### config.mk
export PLATFORM = sky130hd
export DESIGN_NAME = fully_associative_lru_tracker
export DESIGN_NICKNAME = d
export VERILOG_FILES = /design/src/sv/falru_pkg.sv /design/src/sv/falru_order.sv /design/src/sv/falru_match.sv /design/src/sv/falru_ctrl.sv /design/src/sv/fully_associative_lru_tracker.sv
export VERILOG_INCLUDE_DIRS = /design/src /design/src/sv
export SDC_FILE = /design/constraint.sdc
export NUM_CORES = 1
export LEC_CHECK = 0
export ABC_CLOCK_PERIOD_IN_PS = 6100
export BUFFER_PORTS_ARGS = -buffer_cell sky130_fd_sc_hd__buf_2
export CAP_MARGIN = 20
export CELL_PAD_IN_SITES_DETAIL_PLACEMENT = 0
export CELL_PAD_IN_SITES_GLOBAL_PLACEMENT = 2
export CORE_UTILIZATION = 48
export DETAILED_ROUTE_END_ITERATION = 6
export MAX_ROUTING_LAYER = met4
export PLACE_DENSITY = 0.79
export SLEW_MARGIN = 5
export SYNTH_ARGS = -nofsm -noshare
export SYNTH_HDL_FRONTEND = slang
export SYNTH_HIERARCHICAL = 1
export SYNTH_SLANG_ARGS = --single-unit
export TNS_END_PERCENT = 1
### constraint.sdc
create_clock -name clk -period 6.1 [get_ports clk]
set_input_delay 0.61 -clock clk [delete_from_list [all_inputs] [get_ports clk]]
set_output_delay 0.61 -clock clk [all_outputs]
set_load 0.01 [all_outputs]
### src/sv/fully_associative_lru_tracker_assert.svh
// ----------------------------------------------------------------------------
// Assertion macros for the LRU tracker
// Concurrent checks clocked on clk and held off while arst_n is low.
// ----------------------------------------------------------------------------
`ifndef FULLY_ASSOCIATIVE_LRU_TRACKER_ASSERT_SVH
`define FULLY_ASSOCIATIVE_LRU_TRACKER_ASSERT_SVH

// Same-cycle implication.
`define FALRU_ASSERT_IMP(label, ante, cons, msg) \
	label: assert property (@(posedge clk) disable iff (!arst_n) (ante) |-> (cons)) \
		else $error(msg);

// Next-cycle implication.
`define FALRU_ASSERT_NXT(label, ante, cons, msg) \
	label: assert property (@(posedge clk) disable iff (!arst_n) (ante) |=> (cons)) \
		else $error(msg);

`endif

### src/sv/falru_pkg.sv
// ----------------------------------------------------------------------------
// falru_pkg
// Shared constants, types and sequencer states of the LRU tracker.
// ----------------------------------------------------------------------------
`timescale 1ns / 1ps

package falru_pkg;

	localparam int CAPACITY   = 16;
	localparam int SLOT_W     = (CAPACITY > 1) ? $clog2(CAPACITY) : 1;
	localparam int CNT_W      = $clog2(CAPACITY + 1);
	localparam int BN_W       = 32;
	localparam int LIMIT_W    = 5;
	localparam int OUT_SLOT_W = 4;
	localparam logic [LIMIT_W-1:0] LIMIT_RESET = LIMIT_W'(16);

	localparam logic ACT_LOOKUP = 1'b0;
	localparam logic ACT_INSERT = 1'b1;

	typedef logic [SLOT_W-1:0]  slot_t;
	typedef logic [CNT_W-1:0]   cnt_t;
	typedef logic [BN_W-1:0]    bn_t;
	typedef logic [LIMIT_W-1:0] limit_t;

	typedef enum logic [2:0] {
		ST_IDLE,
		ST_SCAN,
		ST_PROMOTE,
		ST_INSERT,
		ST_RESULT
	} state_t;

	// Recency list update
	typedef struct packed {
		logic  promote;
		logic  append;
		slot_t pos;
		slot_t tail;
	} ord_cmd_t;

	// Block store access
	typedef struct packed {
		logic  rd;
		slot_t rd_slot;
		slot_t rd_pos;
		logic  wr;
		slot_t wr_slot;
	} mem_cmd_t;

	// Compare result of the slot read last cycle
	typedef struct packed {
		logic  vld;
		logic  match;
		slot_t pos;
		slot_t slot;
	} mem_sts_t;

endpackage

### src/sv/falru_order.sv
// ----------------------------------------------------------------------------
// falru_order
// Recency list (LRU at position 0) and fill count of the tracker.
// ----------------------------------------------------------------------------
`timescale 1ns / 1ps

module falru_order (
	input  logic              clk,
	input  logic              arst_n,
	input  falru_pkg::ord_cmd_t cmd,
	input  falru_pkg::slot_t  rd_pos,
	output falru_pkg::slot_t  rd_slot,
	output falru_pkg::slot_t  head,
	output falru_pkg::cnt_t   filled
);
	import falru_pkg::*;

	slot_t order_q [CAPACITY];
	cnt_t  filled_q;

	assign rd_slot = order_q[rd_pos];
	assign head    = order_q[0];
	assign filled  = filled_q;

	always_ff @(posedge clk or negedge arst_n) begin
		if (!arst_n) begin
			filled_q <= '0;
		end else if (cmd.append) begin
			filled_q <= filled_q + CNT_W'(1);
		end
	end

	// Promote: close the gap at pos and place tail at the MRU end.
	always_ff @(posedge clk) begin
		for (int i = 0; i < CAPACITY; i++) begin
			if (cmd.promote && (CNT_W'(i) >= CNT_W'(cmd.pos))) begin
				if (CNT_W'(i + 1) < filled_q) begin
					order_q[i] <= order_q[SLOT_W'(i + 1)];
				end else if (CNT_W'(i + 1) == filled_q) begin
					order_q[i] <= cmd.tail;
				end
			end
		end
		if (cmd.append) begin
			order_q[filled_q[SLOT_W-1:0]] <= filled_q[SLOT_W-1:0];
		end
	end

endmodule

### src/sv/falru_match.sv
// ----------------------------------------------------------------------------
// falru_match
// Block number store with registered read and the shared tag comparator.
// ----------------------------------------------------------------------------
`timescale 1ns / 1ps

module falru_match (
	input  logic               clk,
	input  logic               arst_n,
	input  falru_pkg::mem_cmd_t cmd,
	input  falru_pkg::bn_t     key,
	output falru_pkg::mem_sts_t sts
);
	import falru_pkg::*;

	bn_t   blocks_mem [CAPACITY];
	bn_t   blk_s1;
	slot_t slot_s1;
	slot_t pos_s1;
	logic  vld_s1;

	always_ff @(posedge clk) begin
		if (cmd.wr) begin
			blocks_mem[cmd.wr_slot] <= key;
		end
		if (cmd.rd) begin
			blk_s1 <= blocks_mem[cmd.rd_slot];
		end
		slot_s1 <= cmd.rd_slot;
		pos_s1  <= cmd.rd_pos;
	end

	always_ff @(posedge clk or negedge arst_n) begin
		if (!arst_n) begin
			vld_s1 <= 1'b0;
		end else begin
			vld_s1 <= cmd.rd;
		end
	end

	assign sts.vld   = vld_s1;
	assign sts.match = (blk_s1 == key);
	assign sts.pos   = pos_s1;
	assign sts.slot  = slot_s1;

endmodule

### src/sv/falru_ctrl.sv
// ----------------------------------------------------------------------------
// falru_ctrl
// Sequencer: scans the recency list one position a cycle on a lookup, and updates it on a hit or an insert.
// ----------------------------------------------------------------------------
`timescale 1ns / 1ps

module falru_ctrl (
	input  logic                clk,
	input  logic                arst_n,
	input  falru_pkg::limit_t   limit,
	input  logic                in_valid,
	output logic                in_ready,
	input  logic                in_action,
	input  falru_pkg::bn_t      in_bn,
	output logic                res_valid,
	input  logic                res_ready,
	output logic                res_hit,
	output falru_pkg::slot_t    res_slot,
	output falru_pkg::slot_t    ord_rd_pos,
	input  falru_pkg::slot_t    ord_rd_slot,
	input  falru_pkg::slot_t    ord_head,
	input  falru_pkg::cnt_t     filled,
	output falru_pkg::ord_cmd_t ocmd,
	output falru_pkg::mem_cmd_t mcmd,
	output falru_pkg::bn_t      key,
	input  falru_pkg::mem_sts_t mst
);
	import falru_pkg::*;
	`include "fully_associative_lru_tracker_assert.svh"

	state_t state_q, state_d;
	cnt_t   pos_q;
	logic   act_q;
	bn_t    bn_q;
	logic   hit_q;
	slot_t  slot_q;
	slot_t  hit_pos_q;
	cnt_t   eff_limit;
	logic   found;
	logic   last;
	logic   room;

	always_comb begin
		if (limit == '0) begin
			eff_limit = CNT_W'(1);
		end else if (32'(limit) > 32'(CAPACITY)) begin
			eff_limit = CNT_W'(CAPACITY);
		end else begin
			eff_limit = CNT_W'(limit);
		end
	end

	assign found      = mst.vld && mst.match;
	assign last       = mst.vld && (CNT_W'(mst.pos) == (filled - CNT_W'(1)));
	assign room       = (filled < eff_limit);
	assign ord_rd_pos = pos_q[SLOT_W-1:0];
	assign key        = bn_q;
	assign res_hit    = hit_q;
	assign res_slot   = slot_q;

	always_comb begin
		state_d      = state_q;
		in_ready     = 1'b0;
		res_valid    = 1'b0;
		ocmd         = '0;
		mcmd         = '0;
		mcmd.rd_slot = ord_rd_slot;
		mcmd.rd_pos  = pos_q[SLOT_W-1:0];
		case (state_q)
			ST_IDLE: begin
				in_ready = 1'b1;
				if (in_valid) begin
					if (in_action == ACT_INSERT) begin
						state_d = ST_INSERT;
					end else if (filled == '0) begin
						state_d = ST_RESULT;
					end else begin
						state_d = ST_SCAN;
					end
				end
			end
			ST_SCAN: begin
				// issue one position a cycle; its compare lands in the next cycle
				mcmd.rd = (pos_q < filled) && !found;
				if (found) begin
					state_d = ST_PROMOTE;
				end else if (last) begin
					state_d = ST_RESULT;
				end
			end
			ST_PROMOTE: begin
				ocmd.promote = 1'b1;
				ocmd.pos     = hit_pos_q;
				ocmd.tail    = slot_q;
				state_d      = ST_RESULT;
			end
			ST_INSERT: begin
				mcmd.wr = 1'b1;
				if (room) begin
					ocmd.append  = 1'b1;
					mcmd.wr_slot = filled[SLOT_W-1:0];
				end else begin
					// overwrite the LRU slot and move it to the MRU end
					ocmd.promote = 1'b1;
					ocmd.pos     = '0;
					ocmd.tail    = ord_head;
					mcmd.wr_slot = ord_head;
				end
				state_d = ST_RESULT;
			end
			ST_RESULT: begin
				res_valid = 1'b1;
				if (res_ready) begin
					state_d = ST_IDLE;
				end
			end
			default: begin
				state_d = ST_IDLE;
			end
		endcase
	end

	always_ff @(posedge clk or negedge arst_n) begin
		if (!arst_n) begin
			state_q <= ST_IDLE;
			pos_q   <= '0;
		end else begin
			state_q <= state_d;
			if (state_q == ST_IDLE) begin
				pos_q <= '0;
			end else if (mcmd.rd) begin
				pos_q <= pos_q + CNT_W'(1);
			end
		end
	end

	always_ff @(posedge clk) begin
		if (in_valid && in_ready) begin
			act_q  <= in_action;
			bn_q   <= in_bn;
			hit_q  <= 1'b0;
			slot_q <= '0;
		end else if (state_q == ST_SCAN && found) begin
			hit_q     <= 1'b1;
			slot_q    <= mst.slot;
			hit_pos_q <= mst.pos;
		end else if (state_q == ST_INSERT) begin
			slot_q <= room ? filled[SLOT_W-1:0] : ord_head;
		end
	end

	`FALRU_ASSERT_IMP(a_fill_bound, 1'b1, filled <= CNT_W'(CAPACITY), "fill count above capacity")
	`FALRU_ASSERT_IMP(a_scan_in_range, state_q == ST_SCAN && mst.vld, CNT_W'(mst.pos) < filled, "scan read beyond fill")
	`FALRU_ASSERT_NXT(a_accept_leaves_idle, in_valid && in_ready, state_q != ST_IDLE, "accepted item did not start")
	`FALRU_ASSERT_NXT(a_insert_one_cycle, state_q == ST_INSERT, state_q == ST_RESULT && act_q == ACT_INSERT, "insert did not finish")
	`FALRU_ASSERT_IMP(a_no_append_full, ocmd.append, filled < CNT_W'(CAPACITY), "append into a full list")

endmodule

### src/sv/fully_associative_lru_tracker.sv
// ----------------------------------------------------------------------------
// fully_associative_lru_tracker
// Fully associative block number store with LRU replacement.
//
//   channel   dir  handshake               payload
//   s_axis    in   s_axis_tvalid/tready    tuser: action, tdata: block_number
//   m_axis    out  m_axis_tvalid/tready    tuser: hit, tdata: slot_touched
//   cfg       in   cfg_we                  cfg_wdata: slots_in_use_limit
//
// An insert passes through ST_INSERT and ST_RESULT to the output register.
// A lookup scans the recency list through one shared 32-bit comparator, one
// position a cycle; a hit then passes through ST_PROMOTE to ST_RESULT, and a
// miss goes to ST_RESULT, without a scan when the list is empty.
// Reset empties the list and sets the limit to 16; the stores need no clear.
// One item is in flight at a time; the output register holds a result while
// m_axis_tready is low and the next item may already be accepted.
// ----------------------------------------------------------------------------
`timescale 1ns / 1ps

module fully_associative_lru_tracker (
	input  logic        clk,
	input  logic        arst_n,
	input  logic        s_axis_tvalid,
	output logic        s_axis_tready,
	input  logic [31:0] s_axis_tdata,  // [31:0] block_number
	input  logic [0:0]  s_axis_tuser,  // [0] action
	output logic        m_axis_tvalid,
	input  logic        m_axis_tready,
	output logic [7:0]  m_axis_tdata,  // [3:0] slot_touched, [7:4] zero
	output logic [0:0]  m_axis_tuser,  // [0] hit
	input  logic        cfg_we,
	input  logic [4:0]  cfg_wdata
);
	import falru_pkg::*;

	limit_t   limit_q;
	logic     res_valid;
	logic     res_ready;
	logic     res_hit;
	slot_t    res_slot;
	slot_t    ord_rd_pos;
	slot_t    ord_rd_slot;
	slot_t    ord_head;
	cnt_t     filled;
	ord_cmd_t ocmd;
	mem_cmd_t mcmd;
	bn_t      key;
	mem_sts_t mst;
	logic     out_valid_q;
	logic     out_hit_q;
	logic [OUT_SLOT_W-1:0] out_slot_q;

	always_ff @(posedge clk or negedge arst_n) begin
		if (!arst_n) begin
			limit_q <= LIMIT_RESET;
		end else if (cfg_we) begin
			limit_q <= cfg_wdata;
		end
	end

	falru_ctrl u_ctrl (
		.clk         (clk),
		.arst_n      (arst_n),
		.limit       (limit_q),
		.in_valid    (s_axis_tvalid),
		.in_ready    (s_axis_tready),
		.in_action   (s_axis_tuser[0]),
		.in_bn       (s_axis_tdata),
		.res_valid   (res_valid),
		.res_ready   (res_ready),
		.res_hit     (res_hit),
		.res_slot    (res_slot),
		.ord_rd_pos  (ord_rd_pos),
		.ord_rd_slot (ord_rd_slot),
		.ord_head    (ord_head),
		.filled      (filled),
		.ocmd        (ocmd),
		.mcmd        (mcmd),
		.key         (key),
		.mst         (mst)
	);

	falru_order u_order (
		.clk     (clk),
		.arst_n  (arst_n),
		.cmd     (ocmd),
		.rd_pos  (ord_rd_pos),
		.rd_slot (ord_rd_slot),
		.head    (ord_head),
		.filled  (filled)
	);

	falru_match u_match (
		.clk    (clk),
		.arst_n (arst_n),
		.cmd    (mcmd),
		.key    (key),
		.sts    (mst)
	);

	// Output register: load when empty or being drained this cycle.
	assign res_ready = !out_valid_q || m_axis_tready;

	always_ff @(posedge clk or negedge arst_n) begin
		if (!arst_n) begin
			out_valid_q <= 1'b0;
		end else if (res_ready) begin
			out_valid_q <= res_valid;
		end
	end

	always_ff @(posedge clk) begin
		if (res_valid && res_ready) begin
			out_hit_q  <= res_hit;
			out_slot_q <= OUT_SLOT_W'(res_slot);
		end
	end

	assign m_axis_tvalid = out_valid_q;
	assign m_axis_tuser  = out_hit_q;
	assign m_axis_tdata  = {(8 - OUT_SLOT_W)'(0), out_slot_q};

endmodule
# After elaboration in Yosys (flattened, before gate mapping)
# Memory sizes are Yosys's and may differ from the RTL's. A register that Yosys moved wholly into a read port is not among the register bits.
# Index checks and enable logic that the tools add are counted.
# op_classes
eq_ne,25
n_reduce_logical,33
shifts,0
multipliers,0
muxes,159
addsub,3
n_div,0
bitwise,17
order_cmp,34
# op_table
cell,count
$mux W1,123
$mux W4,22
$eq A4 B5 Y1 const A,8
$lt A4 B5 Y1 const A,8
$eq A32 B32 Y1,1
$ge A4 B4 Y1 const A,7
$mux W5,5
$logic_and A1 B1 Y1,21
$eq A3 B5 Y1 const A,4
$lt A3 B5 Y1 const A,4
$mux W3,6
$ge A3 B4 Y1 const A,4
$or A1 B1 Y1,16
$pmux W8 S2,1
$pmux W3 S4,1
$add A5 B1 Y5 const B,2
$eq A2 B5 Y1 const A,2
$logic_not A5 Y1,2
$lt A2 B5 Y1 const A,2
$lt A5 B5 Y1,2
$ge A1 B4 Y1 const A,2
$ge A2 B4 Y1 const A,2
$eq A3 B2 Y1 const B,2
$eq A1 B5 Y1 const A,1
other kinds (20),23
# totals
memories,2
out_inout_bits,11
inputBits,43
mem_bits_rw,576
wordCells,287
mem_bits_ro,0
regBits,74
latch_bits,0
# mem_list
memory,words,word_bits,rd,rd_clocked_by_memory_dff,write_ports,line_no,text
u_match.blocks_mem,16,32,1,1,1,falru_match.sv:16,bn_t blocks_mem [CAPACITY];
u_order.order_q,16,4,17,0,16,falru_order.sv:18,slot_t order_q [CAPACITY];

# Depth between registers and ports, before layout
# depth
ltp_word,12
depth_mapped,14
ltp_nobuf,12

# Cells and area by module
# Netlist, hierarchy kept.
# modules_own_cells
module,area_each_um2,seq_area_each_um2,cells_each,instances
falru_match,20694.8,16520.8,891,1
falru_order,4649.5,2047.0,440,1
falru_ctrl,2296.0,1381.3,193,1
fully_associative_lru_tracker,410.4,301.5,24,1

# Worst setup path after synthesis
# Ideal clock, no wire load.
# synth_path
path_kind,reg-to-reg
from,"reg u_order.filled_q[1], in the netlist u_order/filled[1]"
to,"mem u_match/blocks_mem[0][0] in the netlist's numbering, enable pin"
slack_ns,1.173
stages_incl_launch_ff,9
synth_period_minus_slack_ns,4.927
t_required_ns,5.639
t_arrival_ns,4.466
path_buffers,0
setup_ns,0.461
path_cell_list,dfrtp_1 > ha_1 > inv_1 > o311ai_1 > a211oi_4 > a22oi_1 > inv_1 > or3b_2 > nor3_1
# synth_lines
item,line_no,text
start: declaration,falru_order.sv:19,cnt_t filled_q;
start signal: assignment,falru_order.sv:29,filled_q <= filled_q + CNT_W'(1);
end: declaration,falru_match.sv:16,

==> results.md <==
- Worst Tran Pin Value: 1.09 ns
- Total power: 12.5 mW
- Multiplexer share of the synthesized area: 13.8%
- Input/output buffers: 49
- Post-synthesis simple-gate area fraction: 5.19%
- Startpoint Class: register
- Final design utilization: 54.6%
- Total die area: 59400 µm²
- Core area: 57700 µm²
- Maximum clock path buffer count: 3
- Final setup vio count: 0
- Total Routing Usage GR: 23.4%
- Most common cell after layout, fill and taps aside: edfxtp_1
- Placer Congestion: 0.893
- CP max stage delay: 0.96 ns
- Class of the worst hold path: input pin to register
- Worst path bufs/invs: 3
- Ranking of synthesized cells by area: edfxtp_1, mux4_2, mux2i_1
- CTS Buf Count: 71
- Placed insts: 2309
- Pre-CTS WS: 1.64 ns
- Top cell by count, worst path: buf_4
- Slew headroom: 27.3%
- Yosys top cell by area: edfxtp_1
- Fin Hold WS: 0.176 ns
- Post-synthesis sequential area ratio: 72.2%
- Drt first pass iters: 5
- Post-Route Setup TNS: 0 ns
- Synth Area in Adders: 0.624%
- Num rows: 88
- Max Cap Violations: 0
- Placement Cell Area: 29300 µm²
- Syn_area_per_cell: 18.1 µm²
- Grt ovf: 0
- Post-CTS Setup Inserts: 0
- Drt initial violations: 1380
- Leak: 10.6 nW
- Via count: 14900
- Synth Area in XOR/XNOR: 1.28%
- Ys flop type: edfxtp_1
- Die Span Y: 244 µm
- Post-synthesis cell count: 1548
- Diode count: 0
- CTS tree: built
- Final #Nets: 1676
- Status: finished, final reports clean
- Number of flops mapped to enable cells by yosys: 649
- Initial Util: 48.6%
- Kind of cell adding the most delay to the critical path: simple AND/OR/NAND/NOR gates
- Max-slew violations: 0
- Gr busiest metal: met2
- Distinct cells, synth: 68
- Crit share post-route: 72.9%
- Arr. time, crit path: 4.75 ns
- Ys async rst share: 2.93%
- Design Area, Final: 31500 µm²
- Share of layout cells above drive strength 1: 22.2%
- Post-synthesis compound-gate area fraction: 4.86%
- CP endpoint kind: register
- Worst Skew: 0.0192 ns
- Vias in the first global route: 15200
- Final Non-Filler Cells: 2435
- Post-route minimum period: 4.45 ns
- Synthesized area: 28100 µm²
- H-tree lvl count: 3
- Largest net degree at the start of global routing: 66
- Yosys warning total: 6
- Die width: 244 µm
- Worst-path maximum fanout: 30
- Clock Pin Slew Worst Setup and Hold Paths: 0.06 ns
- Grt met1 use: 31.9%
- Final worst-path setup slack: 1.65 ns
- Most frequent cells in the layout: edfxtp_1, mux4_2, nand2_1
- I/O pin count: 54
- Drt drc: 0
- Final hold vios: 0
- Slowest CP cell: dfrtp_1
- DR WL/cell: 27.1 µm
- Number of nets with antenna violations after routing: 0
- Synth top area share: 69.5%
- Initial antenna violation count: 0
- Hold Buf Count CTS: 1
- F_max: 0.225 GHz
- Worst-Skew Late Latency: 0.61 ns
- Routed vias/inst: 6.11
- Worst Path Required: 6.40 ns
- Area delta synth->final: 12.4%
- Met3 Use GR: 3.36%
- Largest family of logic cells by synthesized area: multiplexers
- Post-detail-place hpwl: 39.2 mm
- Clock root buffer: clkbuf_16
- Maximum vdd drop: 0.231 mV
- Pwr dens: 396 nW/µm²
- Post-cts sizing count: 0
- First-pass GRT wire length: 98.8 mm
- Met2 usage: 36.5%
- FF+latch count, synth: 682
- Critical path cell sequence: ha_1 -> and3_1 -> a211oi_4 -> buf_4 -> a22oi_1 -> inv_1 -> nand2b_1 -> nor2_4 -> buf_4
- TritonCTS sink count: 682
- WL final: 66.1 mm
- Crit Path Category: register to register
- RSZ-0062 raised after global routing: false
==> cells by family (layout without fill, tap and decap cells) <==
kind of cell | count (synthesis) | after routing
other cells | 1 | 4
xor+xnor | 41 | 41
mux | 206 | 206
simple gates | 295 | 295
flops | 682 | 682
compound gates | 191 | 191
fa+ha+maj | 14 | 14
buf+inv | 118 | 237
==> cell usage after synthesis, drive strengths merged, types with 19 or more instances <==
library cell	count
a22oi	76
inv	23
xor2	36
clkbuf	34
dfrtp	19
o21ai	25
nand3	39
nor2	69
mux2i	57
mux4	144
edfxtp	649
nand2	89
buf	61
a21oi	24
==> registers in the layout, indices dropped and copies added, names as in the netlist <==
signal              cells
limit_q                 5
m_axis_tuser            1
m_axis_tvalid           1
out_slot_q              4
u_ctrl/hit_pos_q        4
u_ctrl/key             32
u_ctrl/pos_q            5
u_ctrl/res_hit          1
u_ctrl/res_slot         4
u_ctrl/state_q          3
u_match/blk_s1         32
u_match/blocks_mem    512
u_match/pos_s1          4
u_match/slot_s1         4
u_match/vld_s1          1
u_order/filled          5
u_order/order_q        64
==> power breakdown <==
group / switching [mW] / total (mW) / internal [mW]
Clock: 1.76 / 4.12 / 2.36
Sequential: 0.277 / 5.89 / 5.61
Combinational: 1.49 / 2.48 / 0.992
Total: 3.53 / 12.5 / 8.96
==> routing by layer <==
metal	part of all wire (%)	wire length [µm]
met5	0	0
met1	42	28000
met2	49	32400
met3	5.7	3740
met4	3.0	1980
==> final timing paths <==
check,start,end,slack (ns),depth (start not counted)
min in group asynchronous,arst_n,limit_q[0],0.50,2
setup reg to reg,u_order/filled[4],u_match/blocks_mem[10][22],1.65,9
max in group asynchronous,arst_n,u_ctrl/state_q[2],5.23,2
hold reg to reg,u_ctrl/res_hit,m_axis_tuser,0.44,0
setup / recovery,u_order/filled[4],u_match/blocks_mem[10][22],1.65,9
hold / removal,s_axis_tdata[13],u_ctrl/key[13],0.18,1
==> cell type report <==
cell class | instances | area [µm²]
multi-input cells | 751 | 7390
clock buffers | 98 | 2010
flip-flops and latches | 682 | 20300
clock inverters | 26 | 199
repair buffers | 90 | 633
well taps | 765 | 957
inverters | 23 | 86.3
fillers | 4513 | 26200
Power figures use the tool's default switching activity.
